===== config.mk =====
export PLATFORM = sky130hd
export DESIGN_NAME = char_sequence_edit_buffer
export DESIGN_NICKNAME = d
export VERILOG_FILES = /design/src/rtl/ceb_pkg.sv /design/src/rtl/char_sequence_edit_buffer.sv /design/src/rtl/ceb_cell.sv
export VERILOG_INCLUDE_DIRS = /design/src /design/src/rtl
export SDC_FILE = /design/constraint.sdc
export NUM_CORES = 1
export LEC_CHECK = 0
export BUFFER_PORTS_ARGS = -buffer_cell sky130_fd_sc_hd__buf_2
export CORE_ASPECT_RATIO = 0.9
export CORE_MARGIN = 2
export CORE_UTILIZATION = 47
export CTS_BUF_LIST = sky130_fd_sc_hd__clkbuf_16
export CTS_CLUSTER_SIZE = 12
export DETAILED_ROUTE_END_ITERATION = 10
export PLACE_DENSITY = 0.65
export SYNTH_ARGS = -nofsm -noshare
export SYNTH_HDL_FRONTEND = slang
export SYNTH_HIERARCHICAL = 1
export SYNTH_SLANG_ARGS = --single-unit
export TNS_END_PERCENT = 50

===== constraint.sdc =====
create_clock -name clk -period 31.2 [get_ports clk]
set_clock_uncertainty 0.05 [all_clocks]
set_input_delay 3.12 -clock clk [delete_from_list [all_inputs] [get_ports clk]]
set_output_delay 3.12 -clock clk [all_outputs]
set_load 0.01 [all_outputs]

===== src/rtl/char_sequence_edit_buffer_assert.svh =====
// ---------------------------------------------------------------------------
// Assertion macros for the character sequence edit buffer
// Shorthand for clocked assertions that are disabled while reset is low.
// ---------------------------------------------------------------------------
`ifndef CHAR_SEQUENCE_EDIT_BUFFER_ASSERT_SVH
`define CHAR_SEQUENCE_EDIT_BUFFER_ASSERT_SVH

// The consequent must hold in the same cycle as the antecedent.
`define CEB_ASSERT_NOW(label, ante, cons) \
	label: assert property (@(posedge clk) disable iff (!arst_n) (ante) |-> (cons)) \
		else $error("edit buffer check failed");

// The consequent must hold in the cycle after the antecedent.
`define CEB_ASSERT_NEXT(label, ante, cons) \
	label: assert property (@(posedge clk) disable iff (!arst_n) (ante) |=> (cons)) \
		else $error("edit buffer check failed");

`endif


===== src/rtl/ceb_pkg.sv =====
// ---------------------------------------------------------------------------
// Edit buffer package
// Sizes, command codes, cell operations and item types shared by the RTL.
// ---------------------------------------------------------------------------
package ceb_pkg;

	localparam int DEPTH = 64;
	localparam int IDX_W = $clog2(DEPTH);
	localparam int LEN_W = $clog2(DEPTH + 1);
	localparam int POS_W = 7;
	localparam int CMD_W = 2;
	localparam int OP_W  = 2;

	localparam logic [CMD_W-1:0] CMD_APPEND = 2'd0;
	localparam logic [CMD_W-1:0] CMD_INSERT = 2'd1;
	localparam logic [CMD_W-1:0] CMD_DELETE = 2'd2;
	localparam logic [CMD_W-1:0] CMD_READ   = 2'd3;

	localparam logic [OP_W-1:0] CELL_HOLD = 2'd0;
	localparam logic [OP_W-1:0] CELL_INS  = 2'd1;
	localparam logic [OP_W-1:0] CELL_DEL  = 2'd2;
	localparam logic [OP_W-1:0] CELL_ROT  = 2'd3;

	typedef struct packed {
		logic [CMD_W-1:0] cmd;
		logic [7:0]       ch_in;
		logic [POS_W-1:0] position;
	} req_item_t;

	typedef struct packed {
		logic [7:0] ch_out;
		logic       is_last;
		logic       is_empty;
	} rsp_item_t;

	// Broadcast to every cell of the chain in each cycle.
	typedef struct packed {
		logic [OP_W-1:0]  op;
		logic [POS_W-1:0] pos;
		logic [7:0]       ch;
	} cell_ctrl_t;

endpackage


===== src/rtl/char_sequence_edit_buffer.sv =====
// ---------------------------------------------------------------------------
// Character sequence edit buffer
// Ordered byte list with append, insert, delete and read-out commands.
// ---------------------------------------------------------------------------
// Usage:
// Command items arrive on req (valid/ready); result items leave on rsp
// (valid/ready). The sequence lives in a chain of DEPTH cells, one byte each.
// Append and insert complete in the cycle that accepts them: every cell past
// the insert point takes its left neighbor's byte and the cell at the point
// takes the new byte. They produce no result item. A full store drops them.
// Delete shifts the tail one cell to the left in the cycle that accepts it,
// then runs a read-out. A read-out rotates the whole chain left by one cell
// per cycle, unless the receiver stalls while bytes remain to be emitted,
// and emits the front cell's byte for each stored byte, so after DEPTH
// rotations the chain is back in order. A read-out or a delete therefore
// holds the request channel until all DEPTH rotations are done, a number set
// by the length of the cell chain; an empty sequence gives a single item
// flagged empty. Each result is registered from the read state.
// A one-entry output register holds the current result item. While the
// receiver stalls, rotation of stored bytes pauses; new commands are taken
// as soon as the rotation has finished, even if the last result still waits.
// Reset clears the length and the control state; cell contents stay as they are.
// ---------------------------------------------------------------------------
`include "char_sequence_edit_buffer_assert.svh"

module char_sequence_edit_buffer (
	input  logic               clk,
	input  logic               arst_n,
	input  logic               req_valid,
	output logic               req_ready,
	input  ceb_pkg::req_item_t req,
	output logic               rsp_valid,
	input  logic               rsp_ready,
	output ceb_pkg::rsp_item_t rsp
);
	import ceb_pkg::*;

	localparam logic S_IDLE = 1'b0;
	localparam logic S_READ = 1'b1;

	logic             state_q, state_d;
	logic [LEN_W-1:0] len_q, len_d;
	logic [LEN_W-1:0] cnt_q, cnt_d;
	logic             rsp_valid_q;
	rsp_item_t        rsp_q;
	cell_ctrl_t       ctrl;
	logic [7:0]       cell_data [DEPTH];
	logic             accept;
	logic             append_ok;
	logic             out_free;
	logic             emit;
	logic             emit_empty;
	logic [POS_W-1:0] len_pos;
	logic [POS_W-1:0] ins_pos;
	logic [LEN_W-1:0] cnt_inc;

	assign req_ready = (state_q == S_IDLE);
	assign accept    = req_valid && req_ready;
	assign append_ok = accept && req.cmd == CMD_APPEND && len_q < LEN_W'(DEPTH);
	assign out_free  = !rsp_valid_q || rsp_ready;
	assign len_pos   = POS_W'(len_q);
	// An insert point past the end of the sequence becomes an append.
	assign ins_pos   = (req.position > len_pos) ? len_pos : req.position;
	assign cnt_inc   = cnt_q + LEN_W'(1);

	// Command decode and read-out sequencing.
	always_comb begin
		state_d    = state_q;
		len_d      = len_q;
		cnt_d      = cnt_q;
		emit       = 1'b0;
		emit_empty = 1'b0;
		ctrl.op    = CELL_HOLD;
		ctrl.pos   = ins_pos;
		ctrl.ch    = req.ch_in;
		case (state_q)
			S_IDLE: begin
				if (req_valid) begin
					case (req.cmd)
						CMD_APPEND, CMD_INSERT: begin
							if (len_q < LEN_W'(DEPTH)) begin
								ctrl.op  = CELL_INS;
								ctrl.pos = (req.cmd == CMD_APPEND) ? len_pos : ins_pos;
								len_d    = len_q + LEN_W'(1);
							end
						end
						CMD_DELETE: begin
							if (req.position < len_pos) begin
								ctrl.op  = CELL_DEL;
								ctrl.pos = req.position;
								len_d    = len_q - LEN_W'(1);
							end
							state_d = S_READ;
						end
						default: begin
							state_d = S_READ;
						end
					endcase
				end
			end
			S_READ: begin
				if (len_q == '0) begin
					if (out_free) begin
						emit       = 1'b1;
						emit_empty = 1'b1;
						state_d    = S_IDLE;
					end
				end else if (cnt_q >= len_q || out_free) begin
					// Bytes past the end rotate through without a result.
					emit    = (cnt_q < len_q);
					ctrl.op = CELL_ROT;
					cnt_d   = cnt_inc;
					if (cnt_inc == LEN_W'(DEPTH)) begin
						cnt_d   = '0;
						state_d = S_IDLE;
					end
				end
			end
			default: begin
				state_d = S_IDLE;
			end
		endcase
	end

	always_ff @(posedge clk or negedge arst_n) begin
		if (!arst_n) begin
			state_q     <= S_IDLE;
			len_q       <= '0;
			cnt_q       <= '0;
			rsp_valid_q <= 1'b0;
		end else begin
			state_q <= state_d;
			len_q   <= len_d;
			cnt_q   <= cnt_d;
			if (emit) begin
				rsp_valid_q <= 1'b1;
			end else if (rsp_ready) begin
				rsp_valid_q <= 1'b0;
			end
		end
	end

	// Result payload: the front cell, or an empty marker.
	always_ff @(posedge clk) begin
		if (emit) begin
			rsp_q.ch_out   <= emit_empty ? 8'd0 : cell_data[0];
			rsp_q.is_last  <= emit_empty || (cnt_inc == len_q);
			rsp_q.is_empty <= emit_empty;
		end
	end

	assign rsp_valid = rsp_valid_q;
	assign rsp       = rsp_q;

	// The cell chain. The last cell's right neighbor is the front cell, which
	// closes the ring used for rotation.
	for (genvar i = 0; i < DEPTH; i++) begin : g_cell
		ceb_cell u_cell (
			.clk   (clk),
			.ctrl  (ctrl),
			.idx   (IDX_W'(i)),
			.left  ((i == 0) ? req.ch_in : cell_data[(i + DEPTH - 1) % DEPTH]),
			.right (cell_data[(i + 1) % DEPTH]),
			.data  (cell_data[i])
		);
	end

	`CEB_ASSERT_NOW(a_len_bound, 1'b1, len_q <= LEN_W'(DEPTH))
	`CEB_ASSERT_NOW(a_cnt_bound, state_q == S_READ, cnt_q < LEN_W'(DEPTH))
	`CEB_ASSERT_NEXT(a_append_grows, append_ok, len_q == $past(len_q) + LEN_W'(1))
	`CEB_ASSERT_NOW(a_idle_count, state_q == S_IDLE, cnt_q == '0)

endmodule


===== src/rtl/ceb_cell.sv =====
// ---------------------------------------------------------------------------
// Edit buffer cell
// Holds one byte of the sequence and trades it with its two neighbors.
// ---------------------------------------------------------------------------
module ceb_cell (
	input  logic                    clk,
	input  ceb_pkg::cell_ctrl_t     ctrl,
	input  logic [ceb_pkg::IDX_W-1:0] idx,
	input  logic [7:0]              left,
	input  logic [7:0]              right,
	output logic [7:0]              data
);
	import ceb_pkg::*;

	logic [7:0]       data_q;
	logic [POS_W-1:0] idx_ext;

	assign idx_ext = POS_W'(idx);
	assign data    = data_q;

	// Payload only: contents are undefined until written.
	always_ff @(posedge clk) begin
		case (ctrl.op)
			CELL_INS: begin
				if (idx_ext == ctrl.pos) begin
					data_q <= ctrl.ch;
				end else if (idx_ext > ctrl.pos) begin
					data_q <= left;
				end
			end
			CELL_DEL: begin
				if (idx_ext >= ctrl.pos) begin
					data_q <= right;
				end
			end
			CELL_ROT: begin
				data_q <= right;
			end
			default: begin
			end
		endcase
	end

endmodule


==> flow_summary_export.csv <==
group,metric,value,unit
worst_setup_path,crit_path_end_kind,"register",
logic_synthesis,yosysSeqAreaShare,38.9,%
power_and_ir_drop,powerDensity,102,nW/um^2
cts,clk_latency,640,ps
worst_setup_path,path_cells,"buf_2, ha_1, nor2b_4, o211ai_2, a21oi_2, a211oi_4, nand2_1, o21bai_4, buf_4, buf_12, buf_4, buf_4, maj3_2",
sta,rsz0062_at_grt,"no",
sta,tightest_slew,1080,ps
cts,clk_pin_slew,70,ps
layout,final_nets,4579,
worst_setup_path,cp_data_arrival_time,9200,ps
layout,final_common_cell,"nand2_1",
route,final_antenna_net_count,0,
placed_design,place_congestion,0.795,
worst_setup_path,cpMostUsedCell,"buf_4",
route,dr.pass1.iters,5,
power_and_ir_drop,switching_share,41.6,%
run_status,status,"finished, final reports clean",
worst_setup_path,worstReg2RegStart,"len_pos[6]$_DFFE_PN0P_",
logic_synthesis,netlist.area_leader.share,38.0,%
placed_design,post-dp-hpwl,58100,um
cts,cts_resized,0,
sta,whs,487,ps
worst_setup_path,r2r-end,"g_cell[14].u_cell/data[2]$_DFFE_PP_",
cts,clk_path_buf_depth,3,
power_and_ir_drop,max-vdd-ir-drop,0.0687,mV
layout,final_cell_area,46100,sq um
cts,post-cts-setup-buffers,0,
logic_synthesis,synthCells,3727,
cts,cts_root_buffer,"clkbuf_16",
worst_setup_path,cp_slowest_cell,"buf_4",
grt,antenna_found_initial,2,
sta,max_freq,112,MHz
logic_synthesis,yosysUniqueCellTypes,52,
sta,setup_slack,22270,ps
die,die_x,316,um
die,io_pins,33,
grt,grt_pass1_vias,27800,
sta,slew_viol_final,0,
cts,cts.sinks,538,
sta,period_share,28.6,%
layout,fillers,7904,
grt,grtUsageTotal,19.2,%
power_and_ir_drop,intPower,2.74,mW
logic_synthesis,syn_area,41300,sq um
sta,maxSlewHeadroom,27.7,%
logic_synthesis,ys_seq_elements,538,
die,dieArea,90300,sq um
grt,grt_max_degree,225,
cts,numCtsBuffers,57,
route,wl_per_cell,16.1,um
hold_path,hold_path.class,"register to register",
placed_design,portBuffers,32,
layout,diodes,0,
route,routed_via_density,5.22,
logic_synthesis,ys_warn_count,6,
logic_synthesis,postSynthAreaPerCell,11.1,sq um
worst_setup_path,crit_path_max_incr_delay,930,ps
layout,drive_gt1_share,13.8,%
route,vias,28000,
cts,htreeDepth,2,
logic_synthesis,synth_top_flop_cell,"edfxtp_1",
sta,setup_violations,0,
run,cap_violations,0,
worst_setup_path,worstPathMaxFanout,224,
layout,fin_cells,5350,
route,drc,0,
grt,grt_pass1_wl,144000,um
die,initial_utilization,47.3,%
hold_path,min-delay-start,"g_cell[63].u_cell/data[0]$_DFFE_PP_",
placed_design,place_worst_setup_slack,21630,ps
die,row_count,103,
worst_setup_path,required,31470,ps
power_and_ir_drop,power.share.sequential,36.4,%
power_and_ir_drop,power_switching,1.95,mW
worst_setup_path,cp-start-kind,"input pin",
route,wl,86300,um
sta,final_hold_viol_count,0,
grt,grt-ovfl-total,0,
cts,cts_tree,"yes",
logic_synthesis,yosysTopAreaCell,"edfxtp_1",
power_and_ir_drop,p_leak,21.0,nW
hold_path,whs_path_depth,2,
power_and_ir_drop,clkPwrFrac,14.0,%
die,die_h,285,um
sta,fin_crit,8930,ps
layout,synthToLayoutAreaGrowth,11.5,%
worst_setup_path,worst-r2r-setup-slack,24130,ps
logic_synthesis,synth_edf_count,522,
hold_path,holdPathEnd,"g_cell[62].u_cell/data[0]$_DFFE_PP_",
worst_setup_path,reg2reg_depth,12,
power_and_ir_drop,p_total,4.69,mW
placed_design,dpl_cell_area,44300,sq um
layout,utilization,52.7,%
sta,finalSetupTns,0,ps
power_and_ir_drop,pwr-share-comb,49.5,%
worst_setup_path,path_class,"input pin to register",
route,drt-initial-drc-count,1683,
cts,cts_hold_buffers,0,
layout,most-common-layout-cells,"nand2_1 (523), edfxtp_1 (522), mux2i_1 (519)",
logic_synthesis,async_flop_share,2.97,%
logic_synthesis,synth_area_leaders,"edfxtp_1 (38%), mux2i_1 (13%), ha_1 (12%)",
placed_design,place_inst,5249,
die,core_area,87400,sq um
[power by group through the flow]
stage                     Combinational [mW]  Sequential (mW)  Clock (mW)
after floorplan                         2.02             1.64           0
after global placement                  2.26             1.72           0
after detailed placement                2.33             1.72           0
after CTS                               2.34             1.71       0.674
after global routing                    2.62             1.76       0.698
final                                   2.32             1.71       0.659
[worst max-delay path by stage]
stage	start	end
after floorplan	req[1]	g_cell[0].u_cell/data[0]$_DFFE_PP_
after global placement	req[1]	g_cell[15].u_cell/data[3]$_DFFE_PP_
after detailed placement	req[1]	g_cell[14].u_cell/data[3]$_DFFE_PP_
after CTS	req[1]	g_cell[14].u_cell/data[2]$_DFFE_PP_
after global routing	req[1]	g_cell[15].u_cell/data[1]$_DFFE_PP_
final	req[1]	g_cell[14].u_cell/data[2]$_DFFE_PP_
[worst max-delay path: cells and delay by family]
kind	cells	cell delay, ps
adders and majority gates	2	780
buffers and inverters	5	3260
AOI/OAI and AO/OA	4	1470
and+or+nand+nor	2	300
[routing by layer]
| layer | vias to the layer above | part of all wire (%) | track usage (%) |
|---|---|---|---|
| met5 | - | 0.030 | 0 |
| met4 | 4 | 1.3 | 3.64 |
| met3 | 94 | 3.5 | 2.06 |
| met2 | 376 | 45 | 30.9 |
| met1 | 13400 | 50 | 28.2 |
| li1 | 14100 | - | - |
[synthesized netlist by cell type, types with 4 or more instances]
library cell  count
nand2_1         523
xor2_1            5
a21oi_2          50
a211oi_2         65
xnor2_1          10
nor2b_1          11
ha_1            404
nor2_1           81
inv_1           399
o21ai_1         516
mux2_4            5
a21oi_1          24
nor3_1            5
mux2i_1         520
edfxtp_1        522
nand4_1           5
nand4b_4         64
nand2b_4         64
maj3_2           64
dfrtp_1          16
buf_2             4
o32ai_2          64
o21ai_0           7
nand3_1          68
clkbuf_1         66
nor2_8           64
a21o_1           66
[registers in the layout (all words and copies together), names as in the netlist]
signal / cells
g_cell.u_cell/data: 512
rsp: 10
cnt_q: 7
len_pos: 7
rsp_valid: 1
state_q: 1
[area by class of cell]
cell class	instances	area, sq um	share of cell area [%]
clock buffer	57	1430	3.10
clock inverter	44	342	0.742
inverter	399	1500	3.25
multi-input combinational	3101	24900	54.1
sequential	538	16100	34.9
tap	1155	1450	3.14
timing repair buffer	56	353	0.766
[cells by family after synthesis]
| logic type | Yosys count | synth area share [%] |
|---|---|---|
| buffers and inverters | 470 | 4.29 |
| other | 2 | 0.0182 |
| AOI/OAI and AO/OA | 809 | 13.8 |
| DFF | 538 | 38.9 |
| adders and majority gates | 469 | 14.0 |
| and+or+nand+nor | 898 | 15.8 |
| xor gates and xnor gates | 15 | 0.318 |
| muxes | 526 | 12.8 |
Power figures use the tool's default switching activity.
